## src/rtl/core/ips_patch_stream_parser_top_assert.svh

```systemverilog
// Assertion macros used by the patch stream parser command queue.
`ifndef IPS_PATCH_STREAM_PARSER_TOP_ASSERT_SVH
`define IPS_PATCH_STREAM_PARSER_TOP_ASSERT_SVH

// Same-cycle implication, checked outside reset.
`define IPSP_ASSERT_NOW(label, clk, rst_n, ante, cons, msg) \
  label: assert property (@(posedge clk) disable iff (!rst_n) (ante) |-> (cons)) \
    else $error(msg);

// Next-cycle implication, checked outside reset.
`define IPSP_ASSERT_NEXT(label, clk, rst_n, ante, cons, msg) \
  label: assert property (@(posedge clk) disable iff (!rst_n) (ante) |=> (cons)) \
    else $error(msg);

`endif

```

## src/rtl/core/ipsp_pkg.sv

```systemverilog
// Package with types, codes and constants of the patch stream parser.
`default_nettype none

package ipsp_pkg;

  // Result kinds.
  localparam logic [2:0] KIND_WRITE     = 3'd0;
  localparam logic [2:0] KIND_FILL      = 3'd1;
  localparam logic [2:0] KIND_DONE      = 3'd2;
  localparam logic [2:0] KIND_BAD_HDR   = 3'd3;
  localparam logic [2:0] KIND_TRUNCATED = 3'd4;

  // Offset value that marks the end of the patch.
  localparam logic [23:0] EOF_MARK = 24'h454F46;

  // Command queue between front and back.
  localparam int unsigned FIFO_DEPTH = 4;
  localparam int unsigned FIFO_AW    = $clog2(FIFO_DEPTH);
  localparam int unsigned FIFO_CW    = $clog2(FIFO_DEPTH + 1);

  typedef struct packed {
    logic [7:0] patch_byte;
    logic       last;
  } ipsp_in_t;

  typedef struct packed {
    logic [2:0]  kind;
    logic [24:0] address;
    logic [15:0] length;
    logic [7:0]  value;
    logic [24:0] extent;
    logic        stream_end;
  } ipsp_out_t;

  // Command from the parser front to the extent tracker.
  typedef struct packed {
    logic        load;        // start of stream: extent takes the source size
    logic        grow;        // record end may push the extent out
    logic [24:0] grow_end;
    logic        emit;        // a result goes out
    logic [2:0]  kind;
    logic [24:0] address;
    logic [15:0] length;
    logic [7:0]  value;
    logic        stream_end;
  } ipsp_cmd_t;

  // Expected header byte at a given position of "PATCH".
  function automatic logic [7:0] ipsp_sig_byte(input logic [2:0] idx);
    logic [7:0] r;
    case (idx)
      3'd0:    r = 8'h50;
      3'd1:    r = 8'h41;
      3'd2:    r = 8'h54;
      3'd3:    r = 8'h43;
      3'd4:    r = 8'h48;
      default: r = 8'h00;
    endcase
    return r;
  endfunction

endpackage

`default_nettype wire

```

## src/rtl/core/ipsp_front.sv

```systemverilog
// Parser front: walks the patch byte stream and turns bytes into commands.
`default_nettype none

module ipsp_front
  import ipsp_pkg::*;
(
  input  wire logic       clk,
  input  wire logic       rst_n,
  input  wire logic       in_valid,
  input  wire ipsp_in_t   in_req,
  input  wire logic       q_full,
  output logic            in_stall,
  output logic            cmd_push,
  output ipsp_cmd_t       cmd
);

  localparam logic [2:0] PH_HEADER = 3'd0;
  localparam logic [2:0] PH_OFFSET = 3'd1;
  localparam logic [2:0] PH_SIZE   = 3'd2;
  localparam logic [2:0] PH_DATA   = 3'd3;
  localparam logic [2:0] PH_RUNLEN = 3'd4;
  localparam logic [2:0] PH_RUNVAL = 3'd5;
  localparam logic [2:0] PH_STOP   = 3'd6;

  logic [2:0]  phase_r,  phase_nxt;
  logic [2:0]  fcnt_r,   fcnt_nxt;
  logic [23:0] offset_r, offset_nxt;
  logic [15:0] size_r,   size_nxt;
  logic [15:0] left_r,   left_nxt;
  logic [24:0] waddr_r,  waddr_nxt;
  logic        failed_r, failed_nxt;

  logic        accept;
  logic [7:0]  b;
  logic        lst;
  logic        hdr_fail;
  logic [23:0] off_asm;
  logic [15:0] size_lo;
  ipsp_cmd_t   c;

  assign in_stall = q_full;
  assign accept   = in_valid && !q_full;
  assign b        = in_req.patch_byte;
  assign lst      = in_req.last;

  // Field assembly helpers.
  assign hdr_fail = ((fcnt_r == 3'd0) ? 1'b0 : failed_r) | (b != ipsp_sig_byte(fcnt_r));
  assign off_asm  = (fcnt_r == 3'd0) ? {16'h0000, b} : {offset_r[15:0], b};
  assign size_lo  = {size_r[15:8], b};

  // Per-byte parse step.
  always_comb begin
    phase_nxt  = phase_r;
    fcnt_nxt   = fcnt_r;
    offset_nxt = offset_r;
    size_nxt   = size_r;
    left_nxt   = left_r;
    waddr_nxt  = waddr_r;
    failed_nxt = failed_r;
    c          = '0;

    unique case (phase_r) inside
      PH_HEADER: begin
        c.load     = (fcnt_r == 3'd0);
        failed_nxt = hdr_fail;
        if (fcnt_r >= 3'd4) begin
          fcnt_nxt = 3'd0;
          if (hdr_fail) begin
            c.emit    = 1'b1;
            c.kind    = KIND_BAD_HDR;
            phase_nxt = PH_STOP;
          end else begin
            phase_nxt = PH_OFFSET;
            if (lst) begin
              c.emit = 1'b1;
              c.kind = KIND_DONE;
            end
          end
        end else begin
          fcnt_nxt = fcnt_r + 3'd1;
          if (lst) begin
            c.emit = 1'b1;
            c.kind = KIND_BAD_HDR;
          end
        end
      end
      PH_OFFSET: begin
        offset_nxt = off_asm;
        if (fcnt_r >= 3'd2) begin
          fcnt_nxt = 3'd0;
          if (off_asm == EOF_MARK) begin
            c.emit    = 1'b1;
            c.kind    = KIND_DONE;
            phase_nxt = PH_STOP;
          end else begin
            phase_nxt = PH_SIZE;
            if (lst) begin
              c.emit = 1'b1;
              c.kind = KIND_TRUNCATED;
            end
          end
        end else begin
          fcnt_nxt = fcnt_r + 3'd1;
          if (lst) begin
            c.emit = 1'b1;
            c.kind = KIND_TRUNCATED;
          end
        end
      end
      PH_SIZE, PH_RUNLEN: begin
        if (fcnt_r == 3'd0) begin
          size_nxt = {b, 8'h00};
          fcnt_nxt = 3'd1;
        end else begin
          size_nxt = size_lo;
          fcnt_nxt = 3'd0;
          if (phase_r == PH_RUNLEN) begin
            phase_nxt = PH_RUNVAL;
          end else if (size_lo != 16'h0000) begin
            c.grow     = 1'b1;
            c.grow_end = {1'b0, offset_r} + {9'h000, size_lo};
            left_nxt   = size_lo;
            waddr_nxt  = {1'b0, offset_r};
            phase_nxt  = PH_DATA;
          end else begin
            phase_nxt = PH_RUNLEN;
          end
        end
        if (lst) begin
          c.emit = 1'b1;
          c.kind = KIND_TRUNCATED;
        end
      end
      PH_DATA: begin
        c.emit = 1'b1;
        if (lst && (left_r > 16'd1)) begin
          c.kind = KIND_TRUNCATED;
        end else begin
          c.kind    = KIND_WRITE;
          c.address = waddr_r;
          c.length  = 16'd1;
          c.value   = b;
          waddr_nxt = waddr_r + 25'd1;
          if (left_r <= 16'd1) begin
            left_nxt  = 16'd0;
            phase_nxt = PH_OFFSET;
            fcnt_nxt  = 3'd0;
          end else begin
            left_nxt = left_r - 16'd1;
          end
        end
      end
      PH_RUNVAL: begin
        c.grow     = 1'b1;
        c.grow_end = {1'b0, offset_r} + {9'h000, size_r};
        c.emit     = 1'b1;
        c.kind     = KIND_FILL;
        c.address  = {1'b0, offset_r};
        c.length   = size_r;
        c.value    = b;
        phase_nxt  = PH_OFFSET;
        fcnt_nxt   = 3'd0;
      end
      PH_STOP: begin
        c = '0;
      end
      default: begin
        phase_nxt = PH_HEADER;
        fcnt_nxt  = 3'd0;
      end
    endcase

    // The final byte of a stream rearms the header check.
    if (lst) begin
      phase_nxt = PH_HEADER;
      fcnt_nxt  = 3'd0;
    end
    c.stream_end = lst & c.emit;
  end

  assign cmd      = c;
  assign cmd_push = accept && (c.emit || c.grow || c.load);

  // Parser state registers.
  always_ff @(posedge clk) begin
    if (!rst_n) begin
      phase_r  <= PH_HEADER;
      fcnt_r   <= 3'd0;
      offset_r <= 24'd0;
      size_r   <= 16'd0;
      left_r   <= 16'd0;
      waddr_r  <= 25'd0;
      failed_r <= 1'b0;
    end else if (accept) begin
      phase_r  <= phase_nxt;
      fcnt_r   <= fcnt_nxt;
      offset_r <= offset_nxt;
      size_r   <= size_nxt;
      left_r   <= left_nxt;
      waddr_r  <= waddr_nxt;
      failed_r <= failed_nxt;
    end
  end

endmodule

`default_nettype wire

```

## src/rtl/core/ipsp_fifo.sv

```systemverilog
// Short command queue that decouples the parser front from the back.
`default_nettype none

`include "ips_patch_stream_parser_top_assert.svh"

module ipsp_fifo
  import ipsp_pkg::*;
(
  input  wire logic       clk,
  input  wire logic       rst_n,
  input  wire logic       push,
  input  wire ipsp_cmd_t  push_cmd,
  input  wire logic       pop,
  output logic            full,
  output logic            head_valid,
  output ipsp_cmd_t       head_cmd
);

  ipsp_cmd_t              mem_r [FIFO_DEPTH];
  logic [FIFO_AW-1:0]     wr_ptr_r, wr_ptr_nxt;
  logic [FIFO_AW-1:0]     rd_ptr_r, rd_ptr_nxt;
  logic [FIFO_CW-1:0]     count_r,  count_nxt;
  logic                   do_push;
  logic                   do_pop;

  assign full       = (count_r == FIFO_CW'(FIFO_DEPTH));
  assign head_valid = (count_r != '0);
  assign head_cmd   = mem_r[rd_ptr_r];
  assign do_push    = push && !full;
  assign do_pop     = pop && head_valid;

  // Pointer and fill count updates.
  always_comb begin
    wr_ptr_nxt = wr_ptr_r;
    rd_ptr_nxt = rd_ptr_r;
    count_nxt  = count_r;
    if (do_push) begin
      wr_ptr_nxt = (wr_ptr_r == FIFO_AW'(FIFO_DEPTH - 1)) ? '0 : wr_ptr_r + FIFO_AW'(1);
    end
    if (do_pop) begin
      rd_ptr_nxt = (rd_ptr_r == FIFO_AW'(FIFO_DEPTH - 1)) ? '0 : rd_ptr_r + FIFO_AW'(1);
    end
    if (do_push && !do_pop) begin
      count_nxt = count_r + FIFO_CW'(1);
    end else if (do_pop && !do_push) begin
      count_nxt = count_r - FIFO_CW'(1);
    end
  end

  always_ff @(posedge clk) begin
    if (!rst_n) begin
      wr_ptr_r <= '0;
      rd_ptr_r <= '0;
      count_r  <= '0;
    end else begin
      wr_ptr_r <= wr_ptr_nxt;
      rd_ptr_r <= rd_ptr_nxt;
      count_r  <= count_nxt;
    end
  end

  // Storage needs no reset.
  always_ff @(posedge clk) begin
    if (do_push) begin
      mem_r[wr_ptr_r] <= push_cmd;
    end
  end

  `IPSP_ASSERT_NOW(a_count_bound, clk, rst_n, 1'b1, count_r <= FIFO_CW'(FIFO_DEPTH), "queue count exceeds depth")
  `IPSP_ASSERT_NEXT(a_pop_only, clk, rst_n, do_pop && !do_push, count_r == $past(count_r) - FIFO_CW'(1), "pop did not drain one entry")
  `IPSP_ASSERT_NOW(a_ptr_gap, clk, rst_n, count_r == '0, wr_ptr_r == rd_ptr_r, "empty queue with pointers apart")

endmodule

`default_nettype wire

```

## src/rtl/core/ipsp_back.sv

```systemverilog
// Back end: tracks the image extent and holds the result register.
`default_nettype none

module ipsp_back
  import ipsp_pkg::*;
(
  input  wire logic        clk,
  input  wire logic        rst_n,
  input  wire logic        cfg_valid,
  input  wire logic [23:0] cfg_data,
  input  wire logic        head_valid,
  input  wire ipsp_cmd_t   head_cmd,
  output logic             pop,
  input  wire logic        out_stall,
  output logic             out_valid,
  output ipsp_out_t        out_rsp
);

  logic [23:0] init_size_r;
  logic [24:0] extent_r;
  logic [24:0] ext_base;
  logic [24:0] ext_new;
  logic        out_valid_r, out_valid_nxt;
  ipsp_out_t   out_r;

  // A command is taken when the result register is free or being drained.
  assign pop = head_valid && (!out_valid_r || !out_stall);

  // Extent after this command: start of stream loads the source size, then grow.
  assign ext_base = head_cmd.load ? {1'b0, init_size_r} : extent_r;
  assign ext_new  = (head_cmd.grow && (head_cmd.grow_end > ext_base)) ?
                    head_cmd.grow_end : ext_base;

  always_comb begin
    out_valid_nxt = out_valid_r;
    if (out_valid_r && !out_stall) begin
      out_valid_nxt = 1'b0;
    end
    if (pop && head_cmd.emit) begin
      out_valid_nxt = 1'b1;
    end
  end

  // Control registers.
  always_ff @(posedge clk) begin
    if (!rst_n) begin
      init_size_r <= 24'd0;
      extent_r    <= 25'd0;
      out_valid_r <= 1'b0;
    end else begin
      out_valid_r <= out_valid_nxt;
      if (cfg_valid) begin
        init_size_r <= cfg_data;
      end
      if (pop) begin
        extent_r <= ext_new;
      end
    end
  end

  // Result payload register.
  always_ff @(posedge clk) begin
    if (pop && head_cmd.emit) begin
      out_r.kind       <= head_cmd.kind;
      out_r.address    <= head_cmd.address;
      out_r.length     <= head_cmd.length;
      out_r.value      <= head_cmd.value;
      out_r.extent     <= ext_new;
      out_r.stream_end <= head_cmd.stream_end;
    end
  end

  assign out_valid = out_valid_r;
  assign out_rsp   = out_r;

endmodule

`default_nettype wire

```

## src/rtl/core/ips_patch_stream_parser_top.sv

```systemverilog
// Top level of the patch stream parser.
//
//   Channel | Direction | Handshake          | Payload
//   in_     | input     | in_valid/in_stall   | ipsp_in_t (patch_byte, last)
//   out_    | output    | out_valid/out_stall | ipsp_out_t (kind .. stream_end)
//   cfg_    | input     | cfg_valid/cfg_ready | initial_size, 24 bits
//
// One patch byte is taken per cycle while the command queue is not full;
// the front parses it combinationally. A result is registered first in the
// four-entry command queue, then in the back end's result register.
// Reset is synchronous and active low; cfg_ready is always high.
// in_stall rises only when the command queue is full, so a stalled result
// channel stops input once four commands wait in the queue behind the held result.
`default_nettype none

module ips_patch_stream_parser_top
  import ipsp_pkg::*;
(
  input  wire logic        clk,
  input  wire logic        rst_n,
  input  wire logic        in_valid,
  output logic             in_stall,
  input  wire ipsp_in_t    in_req,
  output logic             out_valid,
  input  wire logic        out_stall,
  output ipsp_out_t        out_rsp,
  input  wire logic        cfg_valid,
  output logic             cfg_ready,
  input  wire logic [23:0] cfg_data
);

  logic       q_full;
  logic       cmd_push;
  ipsp_cmd_t  cmd;
  logic       q_pop;
  logic       head_valid;
  ipsp_cmd_t  head_cmd;

  assign cfg_ready = 1'b1;

  ipsp_front u_front (
    .clk      (clk),
    .rst_n    (rst_n),
    .in_valid (in_valid),
    .in_req   (in_req),
    .q_full   (q_full),
    .in_stall (in_stall),
    .cmd_push (cmd_push),
    .cmd      (cmd)
  );

  ipsp_fifo u_fifo (
    .clk        (clk),
    .rst_n      (rst_n),
    .push       (cmd_push),
    .push_cmd   (cmd),
    .pop        (q_pop),
    .full       (q_full),
    .head_valid (head_valid),
    .head_cmd   (head_cmd)
  );

  ipsp_back u_back (
    .clk        (clk),
    .rst_n      (rst_n),
    .cfg_valid  (cfg_valid && cfg_ready),
    .cfg_data   (cfg_data),
    .head_valid (head_valid),
    .head_cmd   (head_cmd),
    .pop        (q_pop),
    .out_stall  (out_stall),
    .out_valid  (out_valid),
    .out_rsp    (out_rsp)
  );

endmodule

`default_nettype wire
```

## config.mk

```make
export PLATFORM = sky130hd
export DESIGN_NAME = ips_patch_stream_parser_top
export DESIGN_NICKNAME = d
export VERILOG_FILES = /design/src/rtl/core/ipsp_pkg.sv /design/src/rtl/core/ipsp_front.sv /design/src/rtl/core/ipsp_fifo.sv /design/src/rtl/core/ipsp_back.sv /design/src/rtl/core/ips_patch_stream_parser_top.sv
export VERILOG_INCLUDE_DIRS = /design/src /design/src/rtl/core
export SDC_FILE = /design/constraint.sdc
export NUM_CORES = 1
export LEC_CHECK = 0
export BUFFER_PORTS_ARGS = -buffer_cell sky130_fd_sc_hd__buf_2
export CAP_MARGIN = 20
export CORE_ASPECT_RATIO = 0.5
export CORE_MARGIN = 3
export CORE_UTILIZATION = 25
export DETAILED_ROUTE_END_ITERATION = 10
export PLACE_DENSITY = 0.43
export SETUP_SLACK_MARGIN = 0.5
export SLEW_MARGIN = 20
export SYNTH_ARGS = -nofsm -noshare
export SYNTH_HDL_FRONTEND = slang
export SYNTH_SLANG_ARGS = --single-unit
```

## constraint.sdc

```tcl
create_clock -name clk -period 10.55 [get_ports clk]
set_input_delay 2.6375 -clock clk [delete_from_list [all_inputs] [get_ports clk]]
set_output_delay 2.6375 -clock clk [all_outputs]
set_load 0.05 [all_outputs]
```

==> flow_summary.ini, run 1 <==
[critical_path]
cp_slowest_stage_delay_ns = 0.68
crit_fanout = 45
setup.worst_path.start = in_req[6]
cp.buffers_inverters = 2
cp.required_ns = 10.82
cp_cell_sequence = buf_2 -> nor4_1 -> nand2_1 -> o21a_1 -> nor3_1 -> a31oi_2 -> and2_4 -> buf_4
timing_worst_setup_path_type = primary input to flip-flop
critPathSlowestCell = sky130_fd_sc_hd__o21a_1
arrival_ns = 5.88
start_kind = primary input
cp_top_family = compound AO/OA/AOI/OAI gates
critical_path.endpoint_type = flip-flop

[yosys]
dominantRegCellSynth = sky130_fd_sc_hd__edfxtp_1
synth_edf_count = 402
post_synth_instance_area_um2 = 25100
synth-seq-cells = 549
syn-mean-instance-area_um2 = 12.57
mappedNetlistNets = 2101
synth_cell_types = 81
yosysSeqAreaShare_pct = 59.83
yosysWarningCount = 0
synthArstFlopShare_pct = 0
synthCells = 1997

[route]
routed_via_density = 4.913
drt-met1-wl_um = 34870
drt-wirelength-per-cell_um = 20.79
wirelength_um = 71550
remaining_drc_errors = 0
antenna_left = 0
wl_met2_um = 32350
first_iteration_detailed_routing_drc_count = 1326
vias = 16910
met3RoutedLength_um = 3170
dr.max_layer_used = met4
drtPass1Iterations = 7

[pwr]
sequentialPowerShare_pct = 39.6
internal_power_mw = 4.707
power-per-cell-area_nw_per_um2 = 257.6
switching_power_mw = 2.752
power_frac_comb_pct = 33.3
power_switching_share_pct = 36.90
clock_power_share_pct = 27.1
p_leak_nw = 9.548
irDropWorstVdd_mv = 0.1555

[floorplanning]
placementRows = 81
fp.dieArea_um2 = 104500
die-height_um = 230.0
num_io_pins = 119
floorplan.die.width_um = 454.1
initial_core_utilization_pct = 25.45
core_region_area_um2 = 98610

[final_layout]
nets = 2170
antennaDiodeCount = 0
syn2layout_area_growth_pct = 15.41
final_layout_fill_cell_count = 10010
layoutNonFillerInstCount = 3441
multi_input_combinational_cell_area_um2 = 9437
final_util_pct = 29.37
seqCellArea_um2 = 15020
drive_above_1_share_pct = 17.61

[global_routing]
grt_max_degree = 62
antenna_found_initial = 2
via_count_of_the_first_global_routing_pass = 16630
groute.usage.overall_pct = 13.53
grt_first_pass_wirelength_um = 109000
grt_remaining_overflow = 0

[place]
buffer_ports.inserted = 117
placedCellCount = 3335
detailedPlacementHpwl_um = 47050
finalWeightedCongestion = 0.8482

[sta]
fmaxAchievable_ghz = 0.1781
final.min_clock_period_ns = 5.615
final_total_negative_setup_slack_ns = 0
relSlewSlack_pct = 29.46
hold_slack_ns = 0.4657
grt_setup_unrepaired = false
final.period_utilization_pct = 53.22
setup-violations-final = 0
timing_max_transition_violations_final = 0
actual_slew_at_the_worst_max_slew_pin_ns = 1.049
number_of_endpoints_with_negative_hold_slack_in_the_final_report = 0
worst_clock_skew_ns = 0.03706

[cts]
clk_pin_slew_ns = 0.06
tritoncts_buffer_count = 57
clock_tree.htree_level_count = 2
post_cts.repair.setup_buffers = 0
cts_tree = built
cts-root-to-sink-buffers = 3
clock-root-buffer = sky130_fd_sc_hd__clkbuf_16
postCtsResizedCells = 0
clock_sinks = 549
clock_insertion_delay_worst_skew_ns = 0.65
cts.hold.buffers_added = 0

[job]
max-cap-violations = 0

[hold_path]
worstHoldPathType = flip-flop to flip-flop
worst_hold_startpoint = u_back.extent_r[14]

[status]
outcome = completed
-- cells in the final DEF (no fill, tap or decap), drive strengths merged, types with 7 or more instances in the layout --
cell	count
a22o	27
buf	146
a21oi	173
and3	10
nor2	131
edfxtp	402
o21ai	43
mux2i	33
clkinv	25
nor2b	13
clkbuf	68
a211oi	23
a31oi	25
nor3	42
mux4	78
nor4	11
xnor2	9
mux2	28
or4	8
inv	57
nand3	95
and2	28
or3	14
o22ai	15
o21a	19
ha	63
nor3b	24
a21o	11
o31a	8
nand4	33
nand2	132
dfxtp	147
o31ai	54
nand2b	7
-- synth_stat cells (all sizes together), types with 7 or more instances --
library cell	number	share of area [%]
edfxtp	402	48
a21oi	173	3.4
dfxtp	147	12
nand2	132	2.0
nor2	131	2.0
clkbuf	99	1.5
nand3	95	1.9
mux4	78	7.0
ha	63	3.1
o31ai	54	1.6
inv	52	0.78
o21ai	43	0.86
nor3	42	0.88
buf	37	0.71
mux2i	33	1.3
nand4	33	0.82
and2	28	0.70
mux2	28	1.3
a22o	27	0.94
a31oi	25	0.65
nor3b	24	0.72
a211oi	23	0.69
o21a	19	0.57
o22ai	15	0.37
or3	14	0.35
nor2b	13	0.32
a21o	11	0.33
nor4	11	0.27
and3	10	0.25
xnor2	9	0.31
o31a	8	0.28
or4	8	0.27
nand2b	7	0.17
-- sequential cells by signal, summed over array words and instances (netlist names), 16 cells and up, named ones only --
name / cells
u_front.left_r: 16
u_front.waddr_r: 25
u_back.extent_r: 25
u_front.size_r: 16
u_back.out_rsp: 78
u_back.init_size_r: 24
u_fifo.mem_r: 324
u_front.offset_r: 24
-- stage by stage --
| step | setup WS (ns) | power, mW | area (µm²) |
|---|---|---|---|
| finish | 4.935 | 7.460 | 28960 |
| global route | 4.710 | 7.895 | 28960 |
| CTS | 4.945 | 7.606 | 28950 |
| detailed placement | 4.250 | 5.540 | 27110 |
| global placement | 4.252 | 5.532 | 27110 |
| floorplan | 1.185 | 4.842 | 25100 |
-- worst register-to-register path, delay by kind of cell, from the launching register on --
family / cells / cell delay (ns)
AO/OA/AOI/OAI: 5 / 2.06
AND/OR/NAND/NOR: 2 / 0.41
adder cells (fa/ha/maj): 1 / 0.23
buffers and inverters: 2 / 0.44
flip-flops: 1 / 0.80
multiplexers: 2 / 0.86
-- per-layer routing --
metal / up-vias / track usage (%)
met2: 346 / 21.19
met1: 8579 / 19.70
met4: 0 / 2.810
met3: 86 / 2.100
li1: 7896 / -
met5: - / 0
-- power by group through the flow --
stage               Combinational [mW]  Clock [mW]  Sequential [mW]
floorplan                         1.31           0             3.53
global placement                  2.53           0             3.00
detailed placement                2.53           0             3.01
CTS                               2.54        2.09             2.97
global route                      2.71        2.19             2.99
finish                            2.48        2.02             2.95
-- cell type report --
type / instances / share of cell area (%)
clock buffers: 68 / 5.102
clock inverters: 38 / 1.261
inverters: 52 / 0.6782
multi-input cells: 1260 / 32.58
flip-flops and latches: 549 / 51.87
well taps: 1328 / 5.737
repair buffers: 146 / 2.773
-- final timing paths --
check                                      endpoint  slack [ns]  cells past startpoint
worst max-delay path            u_fifo.mem_r[1][27]        4.94                      8
worst min-delay path            u_back.extent_r[14]        0.47                      2
worst max register to register   u_back.out_rsp[24]        5.56                     12
worst min register to register  u_back.extent_r[14]        0.47                      2
-- cells by family (layout without fill, tap and decap cells) --
family	after synthesis	in the layout	synth area share [%]
AO/OA/AOI/OAI	474	474	12.52
XOR/XNOR	15	15	0.5235
adder cells (fa/ha/maj)	67	67	3.420
buffers and inverters	188	304	2.971
flip-flops	549	549	59.83
multiplexers	139	139	9.572
other	1	1	0.01494
AND/OR/NAND/NOR	564	564	11.15
Power figures use the tool's default switching activity.
==> run 2, diff against run 1 <==
--- a/config.mk
+++ b/config.mk
@@ -6,13 +6,14 @@
 export SDC_FILE = /design/constraint.sdc
 export NUM_CORES = 1
 export LEC_CHECK = 0
+export ABC_AREA = 1
 export BUFFER_PORTS_ARGS = -buffer_cell sky130_fd_sc_hd__buf_2
 export CAP_MARGIN = 20
 export CORE_ASPECT_RATIO = 0.5
 export CORE_MARGIN = 3
 export CORE_UTILIZATION = 25
 export DETAILED_ROUTE_END_ITERATION = 10
-export PLACE_DENSITY = 0.43
+export PLACE_DENSITY = 0.45
 export SETUP_SLACK_MARGIN = 0.5
 export SLEW_MARGIN = 20
 export SYNTH_ARGS = -nofsm -noshare
==> constraint.sdc (replaced) <==
create_clock -name clk -period 4.67 [get_ports clk]
set_input_delay 1.1675 -clock clk [delete_from_list [all_inputs] [get_ports clk]]
set_output_delay 1.1675 -clock clk [all_outputs]
set_load 0.05 [all_outputs]
==> flow_summary.ini, run 2 <==
[route]
wirelength_um = 75510
routed_via_density = 4.618
first_iteration_detailed_routing_drc_count = 1315
vias = 18880
drt-wirelength-per-cell_um = 18.47
remaining_drc_errors = 0
antenna_left = 0
drtPass1Iterations = 5

[critical_path]
timing_worst_setup_path_type = flip-flop to flip-flop
cp.required_ns = 5.02
worst_r2r_path_depth = 12
crit_fanout = 160
timing.critical_path.depth = 12
start_kind = flip-flop
arrival_ns = 4.14
critPathSlowestCell = sky130_fd_sc_hd__nor4_1
cp_top_family = simple AND/OR/NAND/NOR gates
cp.buffers_inverters = 2
cp_cell_sequence = inv_4 -> buf_12 -> o21ai_0 -> o22ai_1 -> ha_1 -> nand2_1 -> nor4_1 -> o21ai_0 -> nand3_1 -> nand2_2 -> nand2_1 -> nand2_1
cp_most_frequent_cell = sky130_fd_sc_hd__nand2_1
critical_path.endpoint_type = flip-flop
cp_slowest_stage_delay_ns = 0.45

[sta]
relSlewSlack_pct = 31.45
final.period_utilization_pct = 81.07
timing_max_transition_violations_final = 0
setup-violations-final = 0
final_total_negative_setup_slack_ns = 0
grt_setup_unrepaired = false
actual_slew_at_the_worst_max_slew_pin_ns = 1.018
number_of_endpoints_with_negative_hold_slack_in_the_final_report = 0
fmaxAchievable_ghz = 0.2641
hold_slack_ns = 0.4808
final.min_clock_period_ns = 3.786
worst_clock_skew_ns = 0.02909

[global_routing]
antenna_found_initial = 3
grt_first_pass_wirelength_um = 114700
via_count_of_the_first_global_routing_pass = 18310
groute.usage.overall_pct = 14.16
grt_max_degree = 161
grt_remaining_overflow = 0

[floorplanning]
initial_core_utilization_pct = 25.49
num_io_pins = 119
die-height_um = 230.3
floorplan.die.width_um = 454.7
fp.dieArea_um2 = 104700
core_region_area_um2 = 98710
placementRows = 81

[pwr]
switching_power_mw = 7.574
p_total_mw = 18.25
sequentialPowerShare_pct = 37.5
irDropWorstVdd_mv = 0.4274
internal_power_mw = 10.68
power_switching_share_pct = 41.50
clock_power_share_pct = 23.9
p_leak_nw = 10.76
power-per-cell-area_nw_per_um2 = 628.4
power_frac_comb_pct = 38.7

[yosys]
synth_edf_count = 402
synthXorXnorAreaFrac_pct = 1.149
synth_compound_area_share_pct = 14.96
yosysWarningCount = 0
synth_most_common_cell = sky130_fd_sc_hd__edfxtp_1
synthCells = 2620
mappedNetlistNets = 2724
ys_top_cells_by_count = sky130_fd_sc_hd__edfxtp_1, sky130_fd_sc_hd__nand2_1, sky130_fd_sc_hd__nor2_1
synthArstFlopShare_pct = 0
syn-mean-instance-area_um2 = 9.605
ranking_of_synthesized_cells_by_area = sky130_fd_sc_hd__edfxtp_1, sky130_fd_sc_hd__dfxtp_1, sky130_fd_sc_hd__o21ai_0
synth-seq-cells = 549
synth_mux_area_share_pct = 0
yosys.area_share.adder_pct = 3.371
yosys.area_share.simple_pct = 15.26
synth_cell_types = 53
synth_top_area_share_pct = 47.97
combinational_family_with_the_most_area_after_synthesis = simple AND/OR/NAND/NOR gates
netlist.top_cell.by_area = sky130_fd_sc_hd__edfxtp_1
dominantRegCellSynth = sky130_fd_sc_hd__edfxtp_1
post_synth_instance_area_um2 = 25160
yosysSeqAreaShare_pct = 59.67

[cts]
clock-root-buffer = sky130_fd_sc_hd__clkbuf_16
post_cts.repair.setup_buffers = 0
cts_tree = built
tritoncts_buffer_count = 56
clock_sinks = 549
cts-root-to-sink-buffers = 3
postCtsResizedCells = 0
clock_tree.htree_level_count = 2
cts.hold.buffers_added = 0
clk_pin_slew_ns = 0.06
clock_insertion_delay_worst_skew_ns = 0.63

[final_layout]
final_cell_mix = sky130_fd_sc_hd__edfxtp_1, sky130_fd_sc_hd__nand2_1, sky130_fd_sc_hd__nor2_1
number_of_flip_flops_under_the_largest_register_name = 324
layoutNonFillerInstCount = 4089
final_util_pct = 29.42
nets = 2814
register_name_with_the_most_flops = u_fifo.mem_r
syn2layout_area_growth_pct = 15.41
drive_above_1_share_pct = 10.26
final_common_cell = sky130_fd_sc_hd__edfxtp_1

[hold_path]
worstHoldPathType = flip-flop to flip-flop
min_delay_path_depth = 2

[job]
max-cap-violations = 0

[status]
outcome = completed

[place]
finalWeightedCongestion = 0.8722
detailedPlacementHpwl_um = 50840
placedCellCount = 3980
buffer_ports.inserted = 117
==> run 2: power by group through the flow <==
stage	clock network (mW)	registers, mW	logic, mW
after floorplan	0	8.18	3.76
after global placement	0	6.94	7.14
after detailed placement	0	6.96	7.17
after CTS	4.51	6.86	7.18
after global routing	4.71	6.92	7.86
final	4.36	6.84	7.06
==> run 2: cell families after synthesis <==
logic type,Yosys count
DFF,549
xor gates and xnor gates,33
other,1
and+or+nand+nor,923
buffers and inverters,358
adders and majority gates,66
AOI/OAI and AO/OA,690
==> run 2: stage by stage <==
| stage | instance area (µm²) | worst slack [ns] |
|---|---|---|
| after global routing | 29040 | 0.6680 |
| after global placement | 27290 | 0.6745 |
| after CTS | 29030 | 1.021 |
| after floorplan | 25180 | 0.04940 |
| after detailed placement | 27290 | 0.6970 |
| final | 29040 | 0.8841 |
==> run 2: area by class of cell <==
cell class	count	area [µm²]
repair buffers	157	923.4
inverters	233	877.1
fillers	10380	69670
diodes	3	7.507
flip-flops and latches	549	15020
clock inverters	40	285.3
multi-input cells	1713	8807
clock buffers	66	1460
well taps	1328	1662
==> run 2: tightest hold or removal path: stages (launching register included) <==
cell	delay [ns]
sky130_fd_sc_hd__dfxtp_1	0.31
sky130_fd_sc_hd__nand2_1	0.06
sky130_fd_sc_hd__a21oi_1	0.06
==> run 2: path summary, 6_finish.rpt <==
| kind | from | end | slack, ns |
|---|---|---|---|
| worst min-delay path | u_front.left_r[1] | u_front.left_r[1] | 0.48 |
| worst max-delay path | flip-flop | u_back.out_rsp[6] | 0.88 |
| worst max register to register | flip-flop | u_back.out_rsp[6] | 0.88 |
| worst min register to register | u_front.left_r[1] | u_front.left_r[1] | 0.48 |
==> run 2: layer usage <==
| layer | up-vias | global-route usage (%) | share of wire, % |
|---|---|---|---|
| met5 | - | 0 | 0 |
| met1 | 9076 | 20.13 | 49 |
| met2 | 358 | 22.37 | 45 |
| li1 | 9340 | - | - |
| met3 | 108 | 1.937 | 3.9 |
| met4 | 0 | 4.175 | 2.5 |
